File: src/hw/rtl/sha1_pkg.sv
// Package for the SHA-1 message hasher: payload structs, front/back job
// struct and the round and initial constants. No dependencies.
package sha1_pkg;

  typedef struct packed {
    logic [31:0] data_word;
    logic [2:0]  valid_bytes;
    logic        final_word;
  } sha1_in_t;

  typedef struct packed {
    logic [31:0] digest_word;
    logic [2:0]  digest_index;
    logic        digest_last;
  } sha1_out_t;

  // One job for the back end: a padded word to place in the block buffer.
  typedef struct packed {
    logic [31:0] word;
    logic        last;
  } sha1_job_t;

  typedef enum logic [1:0] {
    BE_LOAD,
    BE_ROUND,
    BE_EMIT
  } sha1_be_state_t;

  typedef enum logic [1:0] {
    FE_IDLE,
    FE_ZERO,
    FE_LEN_HI,
    FE_LEN_LO
  } sha1_fe_state_t;

  localparam logic [31:0] K0 = 32'h5A827999;
  localparam logic [31:0] K1 = 32'h6ED9EBA1;
  localparam logic [31:0] K2 = 32'h8F1BBCDC;
  localparam logic [31:0] K3 = 32'hCA62C1D6;
  localparam logic [159:0] H_INIT =
    {32'h67452301, 32'hEFCDAB89, 32'h98BADCFE, 32'h10325476, 32'hC3D2E1F0};
  localparam logic [7:0] PAD_BYTE = 8'h80;
  localparam int QDEPTH = 4;

endpackage

File: src/hw/rtl/sha1_front.sv
// Front end: takes message words, tracks length and position, and expands
// the final word into padding, zero fill and length words. Uses sha1_pkg.
module sha1_front import sha1_pkg::*; (
  input  logic      clk,
  input  logic      rst_n,
  input  logic      push,
  output logic      full,
  input  sha1_in_t  in_item,
  output logic      job_valid,
  input  logic      job_ready,
  output sha1_job_t job
);

  sha1_fe_state_t state_r, state_nxt;
  logic [63:0] bits_r, bits_nxt;
  logic [3:0]  pos_r, pos_nxt;
  logic [2:0]  vb;
  logic [31:0] fw, mask;
  logic        two_words_r, two_words_nxt;
  logic [31:0] pend_r, pend_nxt;

  always_comb begin
    vb = (in_item.valid_bytes > 3'd4) ? 3'd4 : in_item.valid_bytes;
    case (vb)
      3'd0: mask = 32'h0;
      3'd1: mask = 32'hFF000000;
      3'd2: mask = 32'hFFFF0000;
      3'd3: mask = 32'hFFFFFF00;
      default: mask = 32'hFFFFFFFF;
    endcase
    case (vb)
      3'd0: fw = {PAD_BYTE, 24'h0};
      3'd1: fw = (in_item.data_word & mask) | {8'h0, PAD_BYTE, 16'h0};
      3'd2: fw = (in_item.data_word & mask) | {16'h0, PAD_BYTE, 8'h0};
      3'd3: fw = (in_item.data_word & mask) | {24'h0, PAD_BYTE};
      default: fw = in_item.data_word;
    endcase
  end

  assign full = (state_r != FE_IDLE) || two_words_r || !job_ready;

  // Next state
  always_comb begin
    state_nxt = state_r;
    bits_nxt = bits_r;
    pos_nxt = pos_r;
    two_words_nxt = two_words_r;
    pend_nxt = pend_r;
    case (state_r)
      FE_IDLE: begin
        if (two_words_r) begin
          if (job_ready) begin
            two_words_nxt = 1'b0;
            pos_nxt = pos_r + 4'd1;
            state_nxt = FE_ZERO;
          end
        end else if (push && !full) begin
          pos_nxt = pos_r + 4'd1;
          if (!in_item.final_word) begin
            bits_nxt = bits_r + 64'd32;
          end else begin
            bits_nxt = bits_r + {58'd0, vb, 3'd0};
            if (vb == 3'd4) begin
              two_words_nxt = 1'b1;
              pend_nxt = {PAD_BYTE, 24'h0};
            end else begin
              state_nxt = FE_ZERO;
            end
          end
        end
      end
      FE_ZERO: begin
        if (pos_r == 4'd14) begin
          state_nxt = FE_LEN_HI;
        end else if (job_ready) begin
          pos_nxt = pos_r + 4'd1;
        end
      end
      FE_LEN_HI: begin
        if (job_ready) state_nxt = FE_LEN_LO;
      end
      FE_LEN_LO: begin
        if (job_ready) begin
          state_nxt = FE_IDLE;
          bits_nxt = '0;
          pos_nxt = '0;
        end
      end
      default: state_nxt = FE_IDLE;
    endcase
  end

  // Outputs
  always_comb begin
    job_valid = 1'b0;
    job = '0;
    case (state_r)
      FE_IDLE: begin
        if (two_words_r) begin
          job_valid = job_ready;
          job.word = pend_r;
        end else if (push && !full) begin
          job_valid = 1'b1;
          job.word = in_item.final_word ? fw : in_item.data_word;
        end
      end
      FE_ZERO: begin
        job_valid = (pos_r != 4'd14) && job_ready;
      end
      FE_LEN_HI: begin
        job.word = bits_r[63:32];
        job_valid = job_ready;
      end
      FE_LEN_LO: begin
        job.word = bits_r[31:0];
        job.last = 1'b1;
        job_valid = job_ready;
      end
      default: job_valid = 1'b0;
    endcase
  end

  always_ff @(posedge clk) begin
    pend_r <= pend_nxt;
    if (!rst_n) begin
      state_r <= FE_IDLE;
      bits_r <= '0;
      pos_r <= '0;
      two_words_r <= 1'b0;
    end else begin
      state_r <= state_nxt;
      bits_r <= bits_nxt;
      pos_r <= pos_nxt;
      two_words_r <= two_words_nxt;
    end
  end

  always_ff @(posedge clk) begin
    if (rst_n && job_valid) begin
      assert (job_ready) else $error("job issued while queue full");
    end
  end

  property p_len_after_zero;
    @(posedge clk) disable iff (!rst_n)
      (state_r == FE_LEN_HI) |-> (pos_r == 4'd14);
  endproperty
  a_len_after_zero: assert property (p_len_after_zero) else $error("length at wrong slot");

  property p_full_busy;
    @(posedge clk) disable iff (!rst_n) (state_r != FE_IDLE) |-> full;
  endproperty
  a_full_busy: assert property (p_full_busy) else $error("front accepts while padding");

  property p_last_clears;
    @(posedge clk) disable iff (!rst_n)
      (job_valid && job.last) |=> (pos_r == 4'd0 && bits_r == 64'd0);
  endproperty
  a_last_clears: assert property (p_last_clears) else $error("state not cleared");

endmodule

File: src/hw/rtl/sha1_queue.sv
// Short job queue between front and back end. Uses sha1_pkg.
module sha1_queue import sha1_pkg::*; (
  input  logic      clk,
  input  logic      rst_n,
  input  logic      wr_en,
  input  sha1_job_t wr_data,
  output logic      not_full,
  output logic      not_empty,
  input  logic      rd_en,
  output sha1_job_t rd_data
);

  sha1_job_t mem_r [QDEPTH];
  logic [1:0] wp_r, rp_r;
  logic [2:0] cnt_r;

  assign not_full = cnt_r != 3'(QDEPTH);
  assign not_empty = cnt_r != 3'd0;
  assign rd_data = mem_r[rp_r];

  always_ff @(posedge clk) begin
    if (wr_en) mem_r[wp_r] <= wr_data;
  end

  always_ff @(posedge clk) begin
    if (!rst_n) begin
      wp_r <= '0;
      rp_r <= '0;
      cnt_r <= '0;
    end else begin
      if (wr_en) wp_r <= wp_r + 2'd1;
      if (rd_en) rp_r <= rp_r + 2'd1;
      cnt_r <= cnt_r + {2'd0, wr_en} - {2'd0, rd_en};
    end
  end

endmodule

File: src/hw/rtl/sha1_back.sv
// Back end: block buffer, 80-round compression at one round per cycle,
// chaining value and digest output register. Uses sha1_pkg.
module sha1_back import sha1_pkg::*; (
  input  logic      clk,
  input  logic      rst_n,
  input  logic      job_valid,
  input  sha1_job_t job,
  output logic      job_take,
  output logic      empty,
  input  logic      pop,
  output sha1_out_t out_item
);

  sha1_be_state_t state_r, state_nxt;
  logic [31:0] w_r [16];
  logic [3:0]  pos_r;
  logic [6:0]  rnd_r;
  logic [159:0] h_r;
  logic [31:0] a_r, b_r, c_r, d_r, e_r;
  logic        last_r;
  logic [2:0]  idx_r;
  logic        out_v_r;
  logic [31:0] f, k, t, wn, wi;

  always_comb begin
    if (rnd_r < 7'd20) begin
      f = d_r ^ (b_r & (c_r ^ d_r)); k = K0;
    end else if (rnd_r < 7'd40) begin
      f = b_r ^ c_r ^ d_r; k = K1;
    end else if (rnd_r < 7'd60) begin
      f = (b_r & c_r) | (b_r & d_r) | (c_r & d_r); k = K2;
    end else begin
      f = b_r ^ c_r ^ d_r; k = K3;
    end
    wi = w_r[0];
    wn = w_r[13] ^ w_r[8] ^ w_r[2] ^ w_r[0];
    wn = {wn[30:0], wn[31]};
    t = {a_r[26:0], a_r[31:27]} + f + e_r + k + wi;
  end

  assign job_take = (state_r == BE_LOAD) && job_valid;
  assign empty = !out_v_r;

  always_comb begin
    state_nxt = state_r;
    case (state_r)
      BE_LOAD: if (job_valid && pos_r == 4'd15) state_nxt = BE_ROUND;
      BE_ROUND: if (rnd_r == 7'd79) state_nxt = BE_LOAD;
      BE_EMIT: if (pop && out_v_r && idx_r == 3'd4) state_nxt = BE_LOAD;
      default: state_nxt = BE_LOAD;
    endcase
    if (state_r == BE_ROUND && rnd_r == 7'd79 && last_r) state_nxt = BE_EMIT;
  end

  always_comb begin
    out_item.digest_word = h_r[159 - 32*idx_r -: 32];
    out_item.digest_index = idx_r;
    out_item.digest_last = idx_r == 3'd4;
  end

  always_ff @(posedge clk) begin
    if (job_take || state_r == BE_ROUND) begin
      for (int i = 0; i < 15; i++) w_r[i] <= w_r[i+1];
      w_r[15] <= job_take ? job.word : wn;
    end
    if (state_r == BE_LOAD) begin
      {a_r, b_r, c_r, d_r, e_r} <= h_r;
    end else if (state_r == BE_ROUND) begin
      a_r <= t; b_r <= a_r; c_r <= {b_r[1:0], b_r[31:2]}; d_r <= c_r; e_r <= d_r;
    end
  end

  always_ff @(posedge clk) begin
    if (!rst_n) begin
      state_r <= BE_LOAD;
      pos_r <= '0;
      rnd_r <= '0;
      h_r <= H_INIT;
      last_r <= 1'b0;
      idx_r <= '0;
      out_v_r <= 1'b0;
    end else begin
      state_r <= state_nxt;
      if (job_take) begin
        pos_r <= pos_r + 4'd1;
        if (pos_r == 4'd15) last_r <= job.last;
      end
      if (state_r == BE_ROUND) begin
        rnd_r <= rnd_r + 7'd1;
        if (rnd_r == 7'd79) begin
          rnd_r <= '0;
          h_r <= {h_r[159:128] + t, h_r[127:96] + a_r,
                  h_r[95:64] + {b_r[1:0], b_r[31:2]}, h_r[63:32] + c_r,
                  h_r[31:0] + d_r};
          if (last_r) out_v_r <= 1'b1;
        end
      end
      if (state_r == BE_EMIT && pop && out_v_r) begin
        idx_r <= idx_r + 3'd1;
        if (idx_r == 3'd4) begin
          idx_r <= '0;
          out_v_r <= 1'b0;
          h_r <= H_INIT;
        end
      end
    end
  end

  property p_emit_valid;
    @(posedge clk) disable iff (!rst_n) out_v_r |-> (state_r == BE_EMIT);
  endproperty
  a_emit_valid: assert property (p_emit_valid) else $error("digest outside emit");

  property p_no_take_busy;
    @(posedge clk) disable iff (!rst_n) (state_r != BE_LOAD) |-> !job_take;
  endproperty
  a_no_take_busy: assert property (p_no_take_busy) else $error("job taken while busy");

  property p_round_range;
    @(posedge clk) disable iff (!rst_n) (state_r != BE_ROUND) |-> (rnd_r == 7'd0);
  endproperty
  a_round_range: assert property (p_round_range) else $error("round counter stray");

endmodule

File: src/hw/rtl/sha1_message_hasher_core.sv
// SHA-1 message hasher top level: front end, job queue, back end.
// Uses sha1_pkg, sha1_front, sha1_queue, sha1_back.
//
// Message words enter on the push/full queue side; after a final word the
// five digest words come out on the empty/pop side, index 0 first. Each
// 16-word block is loaded into the block buffer and then compressed in the
// single round unit, which takes no new words meanwhile; a final word adds
// the padding words and one or two block compressions. While a digest
// waits to be popped, words of the next message fill the four-entry job
// queue, and input then stalls until the digest has been popped.
module sha1_message_hasher_core import sha1_pkg::*; (
  input  logic      clk,
  input  logic      rst_n,
  input  logic      in_push,
  output logic      in_full,
  input  sha1_in_t  in_item,
  output logic      out_empty,
  input  logic      out_pop,
  output sha1_out_t out_item
);

  logic      fe_valid, q_nf, q_ne, be_take;
  sha1_job_t fe_job, q_job;

  sha1_front u_front (
    .clk, .rst_n, .push(in_push), .full(in_full), .in_item,
    .job_valid(fe_valid), .job_ready(q_nf), .job(fe_job)
  );

  sha1_queue u_queue (
    .clk, .rst_n, .wr_en(fe_valid), .wr_data(fe_job), .not_full(q_nf),
    .not_empty(q_ne), .rd_en(be_take), .rd_data(q_job)
  );

  sha1_back u_back (
    .clk, .rst_n, .job_valid(q_ne), .job(q_job), .job_take(be_take),
    .empty(out_empty), .pop(out_pop), .out_item
  );

endmodule

File: config.mk
export PLATFORM = sky130hd
export DESIGN_NAME = sha1_message_hasher_core
export DESIGN_NICKNAME = d
export VERILOG_FILES = /design/src/hw/rtl/sha1_pkg.sv /design/src/hw/rtl/sha1_front.sv /design/src/hw/rtl/sha1_queue.sv /design/src/hw/rtl/sha1_back.sv /design/src/hw/rtl/sha1_message_hasher_core.sv
export SDC_FILE = /design/constraint.sdc
export NUM_CORES = 2
export LEC_CHECK = 0
export ABC_AREA = 0
export BUFFER_PORTS_ARGS = -buffer_cell sky130_fd_sc_hd__buf_2
export CAP_MARGIN = 20
export CORE_MARGIN = 3
export CORE_UTILIZATION = 50
export CTS_CLUSTER_SIZE = 40
export DETAILED_ROUTE_END_ITERATION = 6
export HOLD_SLACK_MARGIN = 0.12
export PLACE_DENSITY = 0.66
export SLEW_MARGIN = 15
export SYNTH_ARGS = -nofsm -noshare
export SYNTH_HDL_FRONTEND = slang
export SYNTH_HIERARCHICAL = 1
export SYNTH_SLANG_ARGS = --single-unit
File: constraint.sdc
create_clock -name clk -period 65.4 [get_ports clk]
set_input_delay 13.08 -clock clk [delete_from_list [all_inputs] [get_ports clk]]
set_output_delay 13.08 -clock clk [all_outputs]
set_load 0.02 [all_outputs]
==> out/results.tsv <==
metric	value	unit
fin_crit_sh	25.48	%
nets	4779	
vdd_drop_max	0.03831	mV
grt_pass1_vias	33330	
wl	129000	µm
diodes	0	
hpwlAfterDp	90050	µm
h-tree-depth	3	
p_clk_share	25.3	%
cts_setup_buffers	0	
fmax	60.01	MHz
die_w	331.9	µm
port_buffers	77	
drt_first_pass_iters	7	
rows	118	
worst_slew_pin_slew	1.071	ns
hp-class	reg -> reg	
cts_resized	0	
cp_slowest_cell	inv_1	
cp_max_fo	20	
drive_gt1_share	12.23	%
ant_nets	0	
r2r-end	u_back/h_r[159]$_SDFF_PN0_	
synth_top_area_share	45.45	%
gp_congestion	0.9444	
area_growth	10.36	%
leakagePower	22.41	nW
synth_area_leaders	edfxtp_1, dfxtp_1, ha_1	
yosysTopAreaCell	edfxtp_1	
drt-initial-drc-count	3287	
endpoint_kind	output pin	
grt_overflow	0	
antenna_found_initial	1	
cp.required	52.32	ns
intPower	0.001673	W
grt_max_degree	173	
yosysWarningCount	6	
clock_skew	0.03280	ns
switchingPower	0.0008019	W
clk-insertion-delay-late	0.70	ns
p_per_area	42.22	nW/µm²
avgSynthCellArea	12.29	µm²
rsz0062_at_grt	false	
route.detailed.drc	11	
dp.cells	5661	
finalSetupViolCount	0	
dr_total_vias	34500	
async_reset_ff_share	0	%
cts_inserted_buffers	110	
cap_violations	0	
crit_path_start_kind	register	
cts.path.max_buffers	3	
violations	DRC	
ys_types	104	
start_util	50.82	%
synth-compound-area-share	12.06	%
r2r-start	u_back/rnd_r[4]$_SDFFE_PN0P_	
synth-xor-area-share	4.414	%
die_h	331.9	µm
top_usage_layer	met2	
switching_share	32.40	%
core-area	104500	µm²
muxShareOfSynthArea	6.301	%
clk_pin_slew	0.06	ns
critPathArrivalTime	3.58	ns
via_per_inst	5.878	
slew_violations	0	
endpoint	out_item[20]	
period_minus_slack	16.66	ns
outcome	finished, violations left	
dpl_worst_slack	49.46	ns
met1_usage	32.81	%
layout.cells.non_filler	5870	
hold_buffers	0	
synthFlopType	edfxtp_1	
synthesis.area	53120	µm²
setup_ws	48.74	ns
synth_nets	4706	
ioPinCount	78	
crit_path_start	u_back/idx_r[1]$_SDFFE_PN0P_	
mostFrequentLayoutCells	edfxtp_1, nand2_1, inv_1, a21oi_1, nor2_1	
cpPeakStageDelay	0.70	ns
ys_ff_latch	1059	
slew_headroom	28.59	%
crit_type	reg -> out	
cts_root_buf	clkbuf_16	
rrSetupSlack	54.63	ns
path_cells	inv_1 -> ha_1 -> ha_1 -> inv_1 -> buf_4 -> nor3_2 -> buf_4 -> a22oi_1 -> nor2_1 -> buf_2	
synth_simple_gate_area_share	9.055	%
synth-adder-area-share	9.898	%
p_comb_share	29.6	%
final_common_cell	edfxtp_1	
grt_pass1_wl	198200	µm
synthCells	4322	
hold_viol_final	0	
synth_top_family_by_area	compound AO/OA/AOI/OAI gates	
fin_tns_setup	0	ns
synth_edf_count	804	
reg2reg_depth	35	
dieArea	110200	µm²
groute.usage.overall	23.14	%
use_met2	36.49	%
cts_tree	built	
p_seq_share	45.1	%
wl_per_cell	21.98	µm
cts.sinks	1059	
seq_area_frac_synth	55.06	%
use_met3	3.682	%
worst min-delay path by stage:
stage	start	end	slack (ns)	cells past startpoint
after floorplan	u_back/w_r[0][32]$_DFFE_PP_	u_back/w_r[0][0]$_DFFE_PP_	0.40	0
after global placement	u_back/w_r[0][35]$_DFFE_PP_	u_back/w_r[0][3]$_DFFE_PP_	0.40	0
after detailed placement	u_back/w_r[0][154]$_DFFE_PP_	u_back/w_r[0][122]$_DFFE_PP_	0.40	0
after CTS	u_back/w_r[1][109]$_DFFE_PP_	u_back/w_r[1][77]$_DFFE_PP_	0.41	0
after global routing	u_back/w_r[0][41]$_DFFE_PP_	u_back/w_r[0][9]$_DFFE_PP_	0.42	0
final	u_back/w_r[1][153]$_DFFE_PP_	u_back/w_r[1][121]$_DFFE_PP_	0.40	0
metrics by stage:
| stage | hold slack, ns | utilization [%] | total power [W] | instance area, µm² |
|---|---|---|---|---|
| floorplan | 0.4003 | - | 0.001786 | 53120 |
| global placement | 0.4003 | 52.54 | 0.001837 | 54920 |
| detailed placement | 0.4045 | 52.54 | 0.001856 | 54920 |
| CTS | 0.4111 | 56.04 | 0.002492 | 58570 |
| global route | 0.4201 | 56.08 | 0.002619 | 58620 |
| finish | 0.4025 | 56.08 | 0.002475 | 58620 |
area by class of cell:
class	instances	area, µm²
Clock buffer	153	3058
Clock inverter	54	595.6
Fill cell	8695	45910
Inverter	274	1033
Multi-Input combinational cell	2830	22210
Sequential cell	1059	29250
Tap cell	1380	1727
Timing Repair Buffer	120	753.2
cell usage after synthesis, types with 74 or more instances:
cell type and number:
a21o_1 81, a21oi_1 272, clkbuf_1 123, dfxtp_1 255, edfxtp_1 804, fa_1 127
ha_1 217, inv_1 274, mux2_2 136, nand2_1 379, nand3_1 74, nor2_1 259
o21ai_0 205, xnor2_1 199
sequential cells by signal, indices dropped and copies added, names as in the netlist, 61 cells and up, named ones only:
signal          flops
u_front/bits_r     61
u_queue/mem_r     132
u_back/h_r        160
u_back/w_r        512
worst max-delay path, delay by kind of cell, from the launching register on:
| kind | cells | cell delay [ns] |
|---|---|---|
| flip-flops | 1 | 0.41 |
| buffers and inverters | 5 | 1.65 |
| adder cells (fa/ha/maj) | 2 | 0.45 |
| AO/OA/AOI/OAI | 1 | 0.22 |
| AND/OR/NAND/NOR | 2 | 0.14 |
kinds of logic (layout without fill, tap and decap cells):
| kind of cell | count (synthesis) | in the layout |
|---|---|---|
| flip-flops | 1059 | 1059 |
| multiplexers | 235 | 235 |
| AND/OR/NAND/NOR | 1021 | 1021 |
| buffers and inverters | 433 | 601 |
| XOR/XNOR | 266 | 266 |
| adder cells (fa/ha/maj) | 344 | 344 |
| AO/OA/AOI/OAI | 964 | 964 |
routing by layer:
layer  wire, µm  vias to the layer above
met4       4529                        0
met2      58610                     1199
met5          0                        -
met1      57270                    17000
met3       8607                      212
li1           -                    16090
power groups by stage:
| stage | clock network, W | registers (W) | logic, W |
|---|---|---|---|
| final | 0.000626 | 0.00112 | 0.000733 |
| after floorplan | 0 | 0.00124 | 0.000550 |
| after global placement | 0 | 0.00112 | 0.000718 |
| after global routing | 0.000669 | 0.00114 | 0.000813 |
| after detailed placement | 0 | 0.00113 | 0.000726 |
| after CTS | 0.000641 | 0.00112 | 0.000731 |
No activity file was read; power rests on OpenSTA's default activity.
